File: src/hdl/stk_pkg.sv
// shared types and codes for the stack with two-stack sort
package stk_pkg;

  localparam int FUNC_W   = 3;
  localparam int STATUS_W = 2;
  localparam int COUNT_W  = 7;

  localparam logic [FUNC_W-1:0] FUNC_PUSH  = 3'd0;
  localparam logic [FUNC_W-1:0] FUNC_POP   = 3'd1;
  localparam logic [FUNC_W-1:0] FUNC_PEEK  = 3'd2;
  localparam logic [FUNC_W-1:0] FUNC_CLEAR = 3'd3;
  localparam logic [FUNC_W-1:0] FUNC_SORT  = 3'd4;

  localparam logic [STATUS_W-1:0] ST_OK    = 2'd0;
  localparam logic [STATUS_W-1:0] ST_EMPTY = 2'd1;
  localparam logic [STATUS_W-1:0] ST_FULL  = 2'd2;

  typedef enum logic [1:0] {
    CNT_HOLD,
    CNT_INC,
    CNT_DEC,
    CNT_CLR
  } cnt_op_t;

  typedef struct packed {
    logic                main_we;
    logic                main_wsel_temp;
    logic                main_re;
    logic                temp_we;
    logic                temp_re;
    logic                temp_ahead;
    cnt_op_t             mc_op;
    cnt_op_t             tc_op;
    logic                held_load;
    logic                out_load;
    logic                out_val_main;
    logic [STATUS_W-1:0] out_status;
  } ctrl_cmd_t;

  typedef struct packed {
    logic main_empty;
    logic main_full;
    logic temp_empty;
    logic temp_one;
    logic less;
  } dp_stat_t;

endpackage

File: src/hdl/stack_with_two_stack_sort_top.sv
// top level of the bounded word stack with two-stack sort
//
//  channel | valid     | stall     | payload
//  --------+-----------+-----------+-----------------------------------
//  request | in_valid  | in_stall  | func, push_value
//  result  | out_valid | out_stall | value, empty, count, status
//
// push, pop, peek, clear and unused codes go from accept through the result state
// sort of n words pops each, moves larger scratch words to main (at most n(n-1)/2),
//   pushes the word to scratch, then drains scratch to main; one read port per ram
// one request is in work at a time; a new one is taken while a result waits
// reset clears counts, held word and control only; store contents stay undefined
// out_stall holds the result register and delays the next result and later requests
module stack_with_two_stack_sort_top #(
  parameter int DEPTH      = 64,
  parameter int DATA_WIDTH = 32
) (
  input  logic                           clk,
  input  logic                           rst,
  // request channel
  input  logic                           in_valid,
  output logic                           in_stall,
  input  logic [stk_pkg::FUNC_W-1:0]     func,
  input  logic signed [DATA_WIDTH-1:0]   push_value,
  // result channel
  output logic                           out_valid,
  input  logic                           out_stall,
  output logic signed [DATA_WIDTH-1:0]   value,
  output logic                           empty,
  output logic [stk_pkg::COUNT_W-1:0]    count,
  output logic [stk_pkg::STATUS_W-1:0]   status
);
  import stk_pkg::*;

  ctrl_cmd_t dp_cmd;
  dp_stat_t  dp_stat;

  // sequencer: decodes each word and steps the sort
  stk_ctrl u_ctrl (
    .clk       (clk),
    .rst       (rst),
    .in_valid  (in_valid),
    .in_stall  (in_stall),
    .func      (func),
    .out_valid (out_valid),
    .out_stall (out_stall),
    .stat      (dp_stat),
    .cmd       (dp_cmd)
  );

  // stores, counters and the result register
  stk_dp #(.DEPTH(DEPTH), .DATA_WIDTH(DATA_WIDTH)) u_dp (
    .clk        (clk),
    .rst        (rst),
    .cmd        (dp_cmd),
    .stat       (dp_stat),
    .push_value (push_value),
    .value      (value),
    .empty      (empty),
    .count      (count),
    .status     (status)
  );

  // scratch stack is drained whenever a new request can be taken
  a_temp_drained: assert property (@(posedge clk) disable iff (rst)
    !in_stall |-> dp_stat.temp_empty)
    else $error("scratch stack not empty between requests");

  // a rejected push only happens on a full stack
  a_full_count: assert property (@(posedge clk) disable iff (rst)
    out_valid && status == ST_FULL |-> count == COUNT_W'(DEPTH) && !empty)
    else $error("full status with a count below depth");

  // an empty error returns zero on an empty stack
  a_empty_err: assert property (@(posedge clk) disable iff (rst)
    out_valid && status == ST_EMPTY |-> empty && value == '0)
    else $error("empty status with data or a nonzero count");

endmodule

File: src/hdl/stk_ram.sv
// generic single write port ram with registered read
module stk_ram #(
  parameter int WIDTH = 32,
  parameter int DEPTH = 64
) (
  input  logic                     clk,
  input  logic                     we,
  input  logic [$clog2(DEPTH)-1:0] waddr,
  input  logic [WIDTH-1:0]         wdata,
  input  logic                     re,
  input  logic [$clog2(DEPTH)-1:0] raddr,
  output logic [WIDTH-1:0]         rdata
);

  logic [WIDTH-1:0] mem [DEPTH];

  always_ff @(posedge clk) begin
    if (we) begin
      mem[waddr] <= wdata;
    end
    if (re) begin
      rdata <= mem[raddr];
    end
  end

endmodule

File: src/hdl/stk_dp.sv
// datapath: both stores, counts, held word and result register
module stk_dp #(
  parameter int DEPTH      = 64,
  parameter int DATA_WIDTH = 32
) (
  input  logic                             clk,
  input  logic                             rst,
  input  stk_pkg::ctrl_cmd_t               cmd,
  output stk_pkg::dp_stat_t                stat,
  input  logic signed [DATA_WIDTH-1:0]     push_value,
  output logic signed [DATA_WIDTH-1:0]     value,
  output logic                             empty,
  output logic [stk_pkg::COUNT_W-1:0]      count,
  output logic [stk_pkg::STATUS_W-1:0]     status
);
  import stk_pkg::*;

  localparam int AW = $clog2(DEPTH);
  localparam int CW = $clog2(DEPTH + 1);

  logic [CW-1:0]         main_count, main_count_next;
  logic [CW-1:0]         temp_count, temp_count_next;
  logic [CW-1:0]         mc_less1, tc_less1, tc_less2;
  logic [DATA_WIDTH-1:0] held_value;
  logic [DATA_WIDTH-1:0] main_rdata, temp_rdata, main_wdata;
  logic [AW-1:0]         temp_raddr;

  function automatic logic [CW-1:0] step_count(cnt_op_t op, logic [CW-1:0] c);
    logic [CW-1:0] r;
    case (op)
      CNT_INC: r = c + CW'(1);
      CNT_DEC: r = c - CW'(1);
      CNT_CLR: r = '0;
      default: r = c;
    endcase
    return r;
  endfunction

  assign mc_less1 = main_count - CW'(1);
  assign tc_less1 = temp_count - CW'(1);
  assign tc_less2 = temp_count - CW'(2);

  assign main_count_next = step_count(cmd.mc_op, main_count);
  assign temp_count_next = step_count(cmd.tc_op, temp_count);

  assign main_wdata = cmd.main_wsel_temp ? temp_rdata : push_value;
  assign temp_raddr = cmd.temp_ahead ? tc_less2[AW-1:0] : tc_less1[AW-1:0];

  stk_ram #(.WIDTH(DATA_WIDTH), .DEPTH(DEPTH)) u_main_ram (
    .clk   (clk),
    .we    (cmd.main_we),
    .waddr (main_count[AW-1:0]),
    .wdata (main_wdata),
    .re    (cmd.main_re),
    .raddr (mc_less1[AW-1:0]),
    .rdata (main_rdata)
  );

  stk_ram #(.WIDTH(DATA_WIDTH), .DEPTH(DEPTH)) u_temp_ram (
    .clk   (clk),
    .we    (cmd.temp_we),
    .waddr (temp_count[AW-1:0]),
    .wdata (held_value),
    .re    (cmd.temp_re),
    .raddr (temp_raddr),
    .rdata (temp_rdata)
  );

  always_ff @(posedge clk) begin
    if (rst) begin
      main_count <= '0;
      temp_count <= '0;
      held_value <= '0;
    end else begin
      main_count <= main_count_next;
      temp_count <= temp_count_next;
      if (cmd.held_load) begin
        held_value <= main_rdata;
      end
    end
  end

  // result register, loaded once the counts reflect the finished request
  always_ff @(posedge clk) begin
    if (cmd.out_load) begin
      value  <= cmd.out_val_main ? main_rdata : '0;
      empty  <= (main_count == '0);
      count  <= COUNT_W'(main_count);
      status <= cmd.out_status;
    end
  end

  assign stat.main_empty = (main_count == '0);
  assign stat.main_full  = (main_count == CW'(DEPTH));
  assign stat.temp_empty = (temp_count == '0);
  assign stat.temp_one   = (temp_count == CW'(1));
  assign stat.less       = ($signed(held_value) < $signed(temp_rdata));

endmodule

File: src/hdl/stk_ctrl.sv
// controller: request decode and sort sequencer
module stk_ctrl (
  input  logic                         clk,
  input  logic                         rst,
  input  logic                         in_valid,
  output logic                         in_stall,
  input  logic [stk_pkg::FUNC_W-1:0]   func,
  output logic                         out_valid,
  input  logic                         out_stall,
  input  stk_pkg::dp_stat_t            stat,
  output stk_pkg::ctrl_cmd_t           cmd
);
  import stk_pkg::*;

  localparam logic [2:0] S_IDLE   = 3'd0;
  localparam logic [2:0] S_RESULT = 3'd1;
  localparam logic [2:0] S_POP    = 3'd2;
  localparam logic [2:0] S_HOLD   = 3'd3;
  localparam logic [2:0] S_CMP    = 3'd4;
  localparam logic [2:0] S_PUSHT  = 3'd5;
  localparam logic [2:0] S_BACK   = 3'd6;
  localparam logic [2:0] S_BACKW  = 3'd7;

  logic [2:0]          state, state_next;
  logic [STATUS_W-1:0] status_r, status_r_next;
  logic                val_main, val_main_next;
  logic                out_valid_next;
  logic                accept;
  logic                slot_free;

  assign in_stall  = (state != S_IDLE);
  assign accept    = in_valid && !in_stall;
  assign slot_free = !out_valid || !out_stall;

  always_comb begin
    state_next         = state;
    status_r_next      = status_r;
    val_main_next      = val_main;
    cmd.main_we        = 1'b0;
    cmd.main_wsel_temp = 1'b0;
    cmd.main_re        = 1'b0;
    cmd.temp_we        = 1'b0;
    cmd.temp_re        = 1'b0;
    cmd.temp_ahead     = 1'b0;
    cmd.mc_op          = CNT_HOLD;
    cmd.tc_op          = CNT_HOLD;
    cmd.held_load      = 1'b0;
    cmd.out_load       = 1'b0;
    cmd.out_val_main   = val_main;
    cmd.out_status     = status_r;

    unique case (state)
      S_IDLE: begin
        if (accept) begin
          status_r_next = ST_OK;
          val_main_next = 1'b0;
          state_next    = S_RESULT;
          unique case (func)
            FUNC_PUSH: begin
              if (stat.main_full) begin
                status_r_next = ST_FULL;
              end else begin
                cmd.main_we = 1'b1;
                cmd.mc_op   = CNT_INC;
              end
            end
            FUNC_POP: begin
              if (stat.main_empty) begin
                status_r_next = ST_EMPTY;
              end else begin
                cmd.main_re   = 1'b1;
                cmd.mc_op     = CNT_DEC;
                val_main_next = 1'b1;
              end
            end
            FUNC_PEEK: begin
              if (stat.main_empty) begin
                status_r_next = ST_EMPTY;
              end else begin
                cmd.main_re   = 1'b1;
                val_main_next = 1'b1;
              end
            end
            FUNC_CLEAR: begin
              cmd.mc_op = CNT_CLR;
            end
            FUNC_SORT: begin
              if (!stat.main_empty) begin
                state_next = S_POP;
              end
            end
            default: begin
            end
          endcase
        end
      end
      S_RESULT: begin
        if (slot_free) begin
          cmd.out_load = 1'b1;
          state_next   = S_IDLE;
        end
      end
      S_POP: begin
        cmd.main_re = 1'b1;
        cmd.mc_op   = CNT_DEC;
        state_next  = S_HOLD;
      end
      S_HOLD: begin
        cmd.held_load = 1'b1;
        if (stat.temp_empty) begin
          state_next = S_PUSHT;
        end else begin
          cmd.temp_re = 1'b1;
          state_next  = S_CMP;
        end
      end
      S_CMP: begin
        if (stat.less) begin
          cmd.main_we        = 1'b1;
          cmd.main_wsel_temp = 1'b1;
          cmd.mc_op          = CNT_INC;
          cmd.tc_op          = CNT_DEC;
          if (stat.temp_one) begin
            state_next = S_PUSHT;
          end else begin
            cmd.temp_re    = 1'b1;
            cmd.temp_ahead = 1'b1;
          end
        end else begin
          state_next = S_PUSHT;
        end
      end
      S_PUSHT: begin
        cmd.temp_we = 1'b1;
        cmd.tc_op   = CNT_INC;
        state_next  = stat.main_empty ? S_BACK : S_POP;
      end
      S_BACK: begin
        if (stat.temp_empty) begin
          state_next = S_RESULT;
        end else begin
          cmd.temp_re = 1'b1;
          cmd.tc_op   = CNT_DEC;
          state_next  = S_BACKW;
        end
      end
      S_BACKW: begin
        cmd.main_we        = 1'b1;
        cmd.main_wsel_temp = 1'b1;
        cmd.mc_op          = CNT_INC;
        state_next         = S_BACK;
      end
      default: begin
        state_next = S_IDLE;
      end
    endcase
  end

  always_comb begin
    out_valid_next = out_valid;
    if (cmd.out_load) begin
      out_valid_next = 1'b1;
    end else if (out_valid && !out_stall) begin
      out_valid_next = 1'b0;
    end
  end

  always_ff @(posedge clk) begin
    if (rst) begin
      state     <= S_IDLE;
      status_r  <= ST_OK;
      val_main  <= 1'b0;
      out_valid <= 1'b0;
    end else begin
      state     <= state_next;
      status_r  <= status_r_next;
      val_main  <= val_main_next;
      out_valid <= out_valid_next;
    end
  end

endmodule
File: config.mk
export PLATFORM = sky130hd
export DESIGN_NAME = stack_with_two_stack_sort_top
export DESIGN_NICKNAME = d
export VERILOG_FILES = /design/src/hdl/stk_pkg.sv /design/src/hdl/stack_with_two_stack_sort_top.sv /design/src/hdl/stk_ram.sv /design/src/hdl/stk_dp.sv /design/src/hdl/stk_ctrl.sv
export SDC_FILE = /design/constraint.sdc
export NUM_CORES = 2
export LEC_CHECK = 0
export ABC_CLOCK_PERIOD_IN_PS = 15500
export BUFFER_PORTS_ARGS = -buffer_cell sky130_fd_sc_hd__buf_2
export CORE_MARGIN = 1.5
export CORE_UTILIZATION = 30
export DETAILED_ROUTE_END_ITERATION = 10
export GPL_TIMING_DRIVEN = 0
export PLACE_DENSITY_LB_ADDON = 0.12
export SLEW_MARGIN = 40
export SYNTH_ARGS = -nofsm -noshare
export SYNTH_HDL_FRONTEND = slang
export SYNTH_SLANG_ARGS = --single-unit
File: constraint.sdc
create_clock -name clk -period 15.5 [get_ports clk]
set_clock_uncertainty 0.2 [all_clocks]
set_input_delay 2.325 -clock clk [delete_from_list [all_inputs] [get_ports clk]]
set_output_delay 2.325 -clock clk [all_outputs]
set_load 0.01 [all_outputs]
* Word-level counts from Yosys, hierarchy flattened *
Memory sizes are Yosys's and may differ from the RTL's. A register that Yosys moved wholly into a read port is not among the register bits.
Cells that the tools add are included.

storage, ports and cells
  memory bits (writable) = 4096
  bits in registers = 95
  memories kept = 2
  word-level logic and storage cells = 108
  output and inout bits = 44
  input bits = 39

memory list
  memory               depth  width  read ports  clocked after Yosys merged registers in  wr ports  RTL line       RTL
  u_dp.u_main_ram.mem  64     32     1           1                                        1         stk_ram.sv:15  logic [WIDTH-1:0] mem [DEPTH];
  u_dp.u_temp_ram.mem  64     32     1           1                                        1         stk_ram.sv:15

cells by class
  reductions and logical operators = 18
  equal/unequal tests = 22
  order comparisons = 1
  multiplexer cells = 49
  add/sub/neg operators = 5

operators with widths
  kind                   number
  $pmux W7 S3            2
  $lt A32 B32 Y1         1
  $mux W32               1
  $pmux W3 S8            1
  $mux W1                21
  $mux W3                6
  $mux W2                8
  $eq A3 B3 Y1 const B   5
  $add A7 B1 Y7 const B  2
  $logic_not A7 Y1       2
  $sub A7 B1 Y7 const B  2
  $eq A3 B2 Y1 const B   4
  $mux W6                2
  $pmux W2 S3            2
  $reduce_bool A3 Y1     3
  $eq A2 B2 Y1 const B   4
  $pmux W2 S4            1
  $eq A7 B1 Y1 const B   1
  $eq A7 B7 Y1 const B   1
  $eq A3 B1 Y1 const B   2
  $logic_not A3 Y1       2
  $pmux W1 S2            3
  $sub A6 B2 Y6 const B  1
  $eq A2 B1 Y1 const B   2
  other kinds (11)       16

* Logic depth before layout (Yosys ltp) *
  word-level depth = 7
  mapped depth = 19
  mapped depth without buffers = 13

* By module *
Synthesis repeated with hierarchy kept, for this count alone.

unflattened totals
  cell total of the unflattened synthesis = 7224
  area total of the unflattened synthesis = 163261.6 um^2

by module, submodules not included
  module    instances  area an instance (um^2)  seq. area each (um^2)  cells each
  stk_ram   2          78835.6                  62459.9                3324
  stk_dp    1          5028.6                   2182.1                 502
  stk_ctrl  1          561.8                    140.1                  74

* Least setup slack after synthesis *
Ideal clock, no wire load.

  kind = reg-to-reg
  start = register u_dp.held_value[31]
  end = memory u_dp.u_main_ram.mem[0][31], data pin
  path slack = 8666 ps
  setup time = 702 ps
  period minus slack after synthesis = 6834 ps
  required time = 14598 ps
  cell stages (with the launch flop) = 12
  data arrival time = 5932 ps
  buffers on the path = 3
  path through = dfxtp_1 -> ha_1 -> nand4_2 -> or4_4 -> o32a_2 -> nand3_2 -> buf_6 -> nand4_1 -> a21bo_2 -> clkbuf_1 -> buf_1 -> o21ai_0

between the ends
  cells in the longest elaborated chain, start to end = 4

RTL lines
  item                      RTL line         RTL
  start: declaration        stk_dp.sv:24     logic [DATA_WIDTH-1:0] held_value;
  start signal: assignment  stk_dp.sv:78     held_value <= main_rdata;
  $lt A32 B32 Y1            stk_dp.sv:97     assign stat.less = ($signed(held_value) < $signed(temp_rdata));
  $mux W2                   stk_ctrl.sv:118  if (stat.less) begin
  $pmux W1 S2               stk_ctrl.sv:52   unique case (state)
  $mux W32                  stk_dp.sv:46     assign main_wdata = cmd.main_wsel_temp ? temp_rdata : push_value;
  net u_dp.main_wdata[31]   stk_dp.sv:25     logic [DATA_WIDTH-1:0] main_rdata, temp_rdata, main_wdata;
  end: declaration          stk_ram.sv:15

The timed path passes the listed nets, and every way through them passes these cells.

* Worst setup path after layout *
  start = register u_dp.temp_count[0]
  end = register u_dp.u_temp_ram.rdata[24], read port of u_dp.u_temp_ram.mem, data pin

between the ends
  cells in the longest elaborated chain, start to end = 5
  elaborated cells between the ends (all ways) = 10
  classes of those cells = add/sub (2); eq/ne (1); mux (6); reduce/logical (1)

RTL lines
  item                      RTL line         RTL
  start: declaration        stk_dp.sv:22     logic [CW-1:0] temp_count, temp_count_next;
  start signal: assignment  stk_dp.sv:76     temp_count <= temp_count_next;
  $eq A7 B1 Y1              stk_dp.sv:96     assign stat.temp_one = (temp_count == CW'(1));
  $mux W2                   stk_ctrl.sv:123  if (stat.temp_one) begin
  $mux W6                   stk_ctrl.sv:118
  $mux W1                   stk_ctrl.sv:52
  $mux W6                   stk_dp.sv:47     assign temp_raddr = cmd.temp_ahead ? tc_less2[AW-1:0] : tc_less1[AW-1:0];
  end: declaration          stk_ram.sv:12    output logic [WIDTH-1:0] rdata

Several ways; a longest one is shown, not always the timed one.
A chain may end at the register's enable or synchronous reset.

==> results.sh <==
export IMPL_grt_pass1_vias=97130
export IMPL_grt_usage_pct=23.76
export IMPL_yosys_area_top_type="edfxtp_1"
export IMPL_drt_initial_drc_count=13120
export IMPL_ios=83
export IMPL_vdd_drop_max_v=0.0001055
export IMPL_nets=10360
export IMPL_overflow=0
export IMPL_syn_to_final_growth_pct=22.90
export IMPL_synth_top_area_share_pct=75.56
export IMPL_yosysSeqAreaShare_pct=76.20
export IMPL_setup_ws_ps=6620
export IMPL_min_period_ps=8880
export IMPL_yosys_top_cells_count="4202 x edfxtp_1, 962 x nand2_1, 692 x mux4_2, 315 x nor2_1, 296 x a21oi_1"
export IMPL_ant_nets=1
export IMPL_setup_worst_path_class="reg2reg"
export IMPL_place_congestion=0.9091
export IMPL_port_buffers=81
export IMPL_post_cts_buffers=0
export IMPL_fmax_mhz=112.6
export IMPL_drive_above_1_share_pct=25.31
export IMPL_avgSynthCellArea_um2=18.20
export IMPL_fill_cells=51000
export IMPL_synth_ff_type="edfxtp_1"
export IMPL_drt_total_wl_mm=684.3
export IMPL_post_dp_hpwl_mm=507.1
export IMPL_timing_rr_start="u_dp.temp_count[0]"
export IMPL_drt_vias_per_instance=5.456
export IMPL_hold_buffers=0
export IMPL_die_h_um=749.1
export IMPL_vias=99510
export IMPL_hold_depth=2
export IMPL_wire_per_inst_um=37.52
export IMPL_synth_edf_count=4202
export IMPL_rsz0062_at_grt="no"
export IMPL_synthCells=9173
export IMPL_ys_ff_latch=4255
export IMPL_fin_tns_setup_ps=0
export IMPL_r2r_end="u_dp.u_temp_ram.rdata[24]"
export IMPL_fin_crit_sh_pct=57.29
export IMPL_antenna_found_initial=105
export IMPL_cts_root_buf="clkbuf_16"
export IMPL_critPathLaunchType="flop"
export IMPL_p_total_mw=26.90
export IMPL_grt_first_pass_wirelength_mm=900.4
export IMPL_grt_max_degree=65
export IMPL_hold_start="u_dp.held_value[3]"
export IMPL_drc=0
export IMPL_worstRegToRegCells=17
export IMPL_regToRegSetupSlack_ps=6620
export IMPL_postPlaceCellArea_mm2=0.1900
export IMPL_p_per_area_mw_per_mm2=131.1
export IMPL_max_cap_violations=0
export IMPL_end_kind="flop"
export IMPL_hold_viol_final=0
export IMPL_hold_end="u_dp.held_value[3]"
export IMPL_clkLatencyLatePin_ps=1070
export IMPL_critPathRequiredTime_ps=15910
export IMPL_post_cts_resized=0
export IMPL_synth_nets=9254
export IMPL_cts_made_buffers=464
export IMPL_hold_worst_slack_ps=294.4
export IMPL_clk_pin_slew_ps=70
export IMPL_core_mm2=0.5537
export IMPL_violations="antenna violations"
export IMPL_critical_path_max_fanout=11
export IMPL_die_area_mm2=0.5611
export IMPL_hp_class="reg2reg"
export IMPL_worst_slew_pin_slew_ps=964.9
export IMPL_die_w_um=749.1
export IMPL_cp_data_arrival_time_ps=9290
export IMPL_drtPass1Iterations=7
export IMPL_synth_async_sr_flop_share_pct=0
export IMPL_cts_sinks=4255
export IMPL_setup_violations=0
export IMPL_initial_core_util_pct=30.16
export IMPL_relSlewSlack_pct=34.30
export IMPL_design_area_mm2=0.2052
export IMPL_power_leakage_nw=64.39
export IMPL_fp_row_count=273
export IMPL_yosysUniqueCellTypes=95
export IMPL_cts_tree="done"
export IMPL_outcome="complete, but fails checks"
export IMPL_synth_most_common_cell="edfxtp_1"
export IMPL_synth_area_mm2=0.1670
export IMPL_htree_num_levels=5
export IMPL_synth_area_leaders="edfxtp_1 76%, mux4_2 9.3%, nand2_1 2.2%"
export IMPL_finalMaxSlewViolations=0
export IMPL_place_ws_ps=7040
export IMPL_ys_warn_count=0
export IMPL_cts_max_path_buffers=4
layer usage:
layer / GRT usage (%) / share of wire [%] / wire (um)
met4: 11.52 / 5.6 / 38570
met5: 0 / 0.023 / 154
met2: 39.30 / 48 / 328200
met3: 4.191 / 7.5 / 51450
met1: 30.23 / 39 / 265900
sequential cells by signal (all words and copies together) (netlist names), 2 cells and up:
name and flops:
u_dp.u_temp_ram.rdata 32, u_dp.u_temp_ram.mem 2048, u_dp.status 2, u_dp.main_count 7, u_ctrl.status_r 2, u_dp.u_main_ram.rdata 32, u_dp.count 7, u_dp.held_value 32
u_dp.value 32, u_ctrl.state 3, u_dp.temp_count 7, u_dp.u_main_ram.mem 2048
through the flow:
stage,std cells,util [%]
after floorplan,9173,-
after global placement,16680,31.91
after detailed placement,17230,34.31
after CTS,18100,36.98
after global routing,18200,37.05
final,18240,37.07
worst max-delay path, stage by stage (launching register included):
cell	delay, ps
dfxtp_1	340
clkbuf_1	280
inv_1	240
clkbuf_1	480
clkbuf_2	540
clkbuf_1	460
clkbuf_2	620
ha_1	260
clkbuf_1	370
xor2_1	570
nand2_1	500
o21ai_1	380
buf_2	530
buf_2	600
buf_1	670
a32oi_1	330
a31oi_1	460
nand4_1	580
logic make-up (layout without fill, tap and decap cells):
kind of cell,after synthesis,after routing,synth area share [%]
xor+xnor,19,19,0.1041
compound gates,1453,1453,5.955
simple gates,1795,1795,4.705
flops,4255,4255,76.20
other cells,0,136,0
mux,978,978,11.09
buf+inv,631,2135,1.631
fa+ha+maj,42,42,0.3147
where the power goes:
| part | switching (mW) | internal, mW | leakage (nW) | total, mW |
|---|---|---|---|---|
| Sequential | 0.0532 | 12.6 | 38.8 | 12.7 |
| Clock | 4.76 | 6.17 | 7.18 | 10.9 |
| Combinational | 2.06 | 1.22 | 18.4 | 3.29 |
layout by cell type, fill, tap and decap left out, types with 48 or more instances in the layout:
cell	netlist	final
a21oi_1	296	292
a221oi_1	58	58
a22oi_1	64	64
a31oi_1	155	148
a32oi_1	68	68
buf_16	0	229
buf_2	164	316
buf_8	0	256
clkbuf_1	291	233
clkbuf_16	0	466
clkbuf_2	0	165
clkinv_1	1	137
clkinv_2	0	71
diode_2	0	136
edfxtp_1	4202	4202
mux2i_1	254	252
mux4_2	692	692
nand2_1	962	956
nand3_1	210	204
nand4_1	62	62
nor2_1	315	185
nor2_4	0	128
nor3_1	59	57
o2111ai_1	48	48
o21ai_0	152	116
o221ai_1	144	144
o22ai_1	264	264
area by class of cell:
cell class	count	area, um^2	share of cell area (%)
Antenna cell	136	340.3	0.1658
Buffer	587	2859	1.393
Clock buffer	582	12220	5.953
Clock inverter	282	2567	1.251
Inverter	44	165.2	0.08047
Multi-Input combinational cell	4287	38710	18.86
Sequential cell	4255	127400	62.06
Tap cell	7425	9290	4.527
Timing Repair Buffer	640	11720	5.709
worst max-delay path by stage:
stage / startpoint / to / cells after the start
finish: u_dp.temp_count[0] / u_dp.u_temp_ram.rdata[24] / 17
global route: u_dp.temp_count[0] / u_dp.u_temp_ram.rdata[24] / 17
CTS: u_dp.temp_count[0] / u_dp.u_temp_ram.rdata[19] / 17
detailed placement: u_dp.temp_count[0] / u_dp.u_temp_ram.rdata[24] / 17
global placement: u_dp.held_value[2] / u_dp.u_main_ram.mem[39][22] / 11
floorplan: u_dp.held_value[31] / u_dp.u_main_ram.mem[0][31] / 11
(Power assumes the default switching activity.)
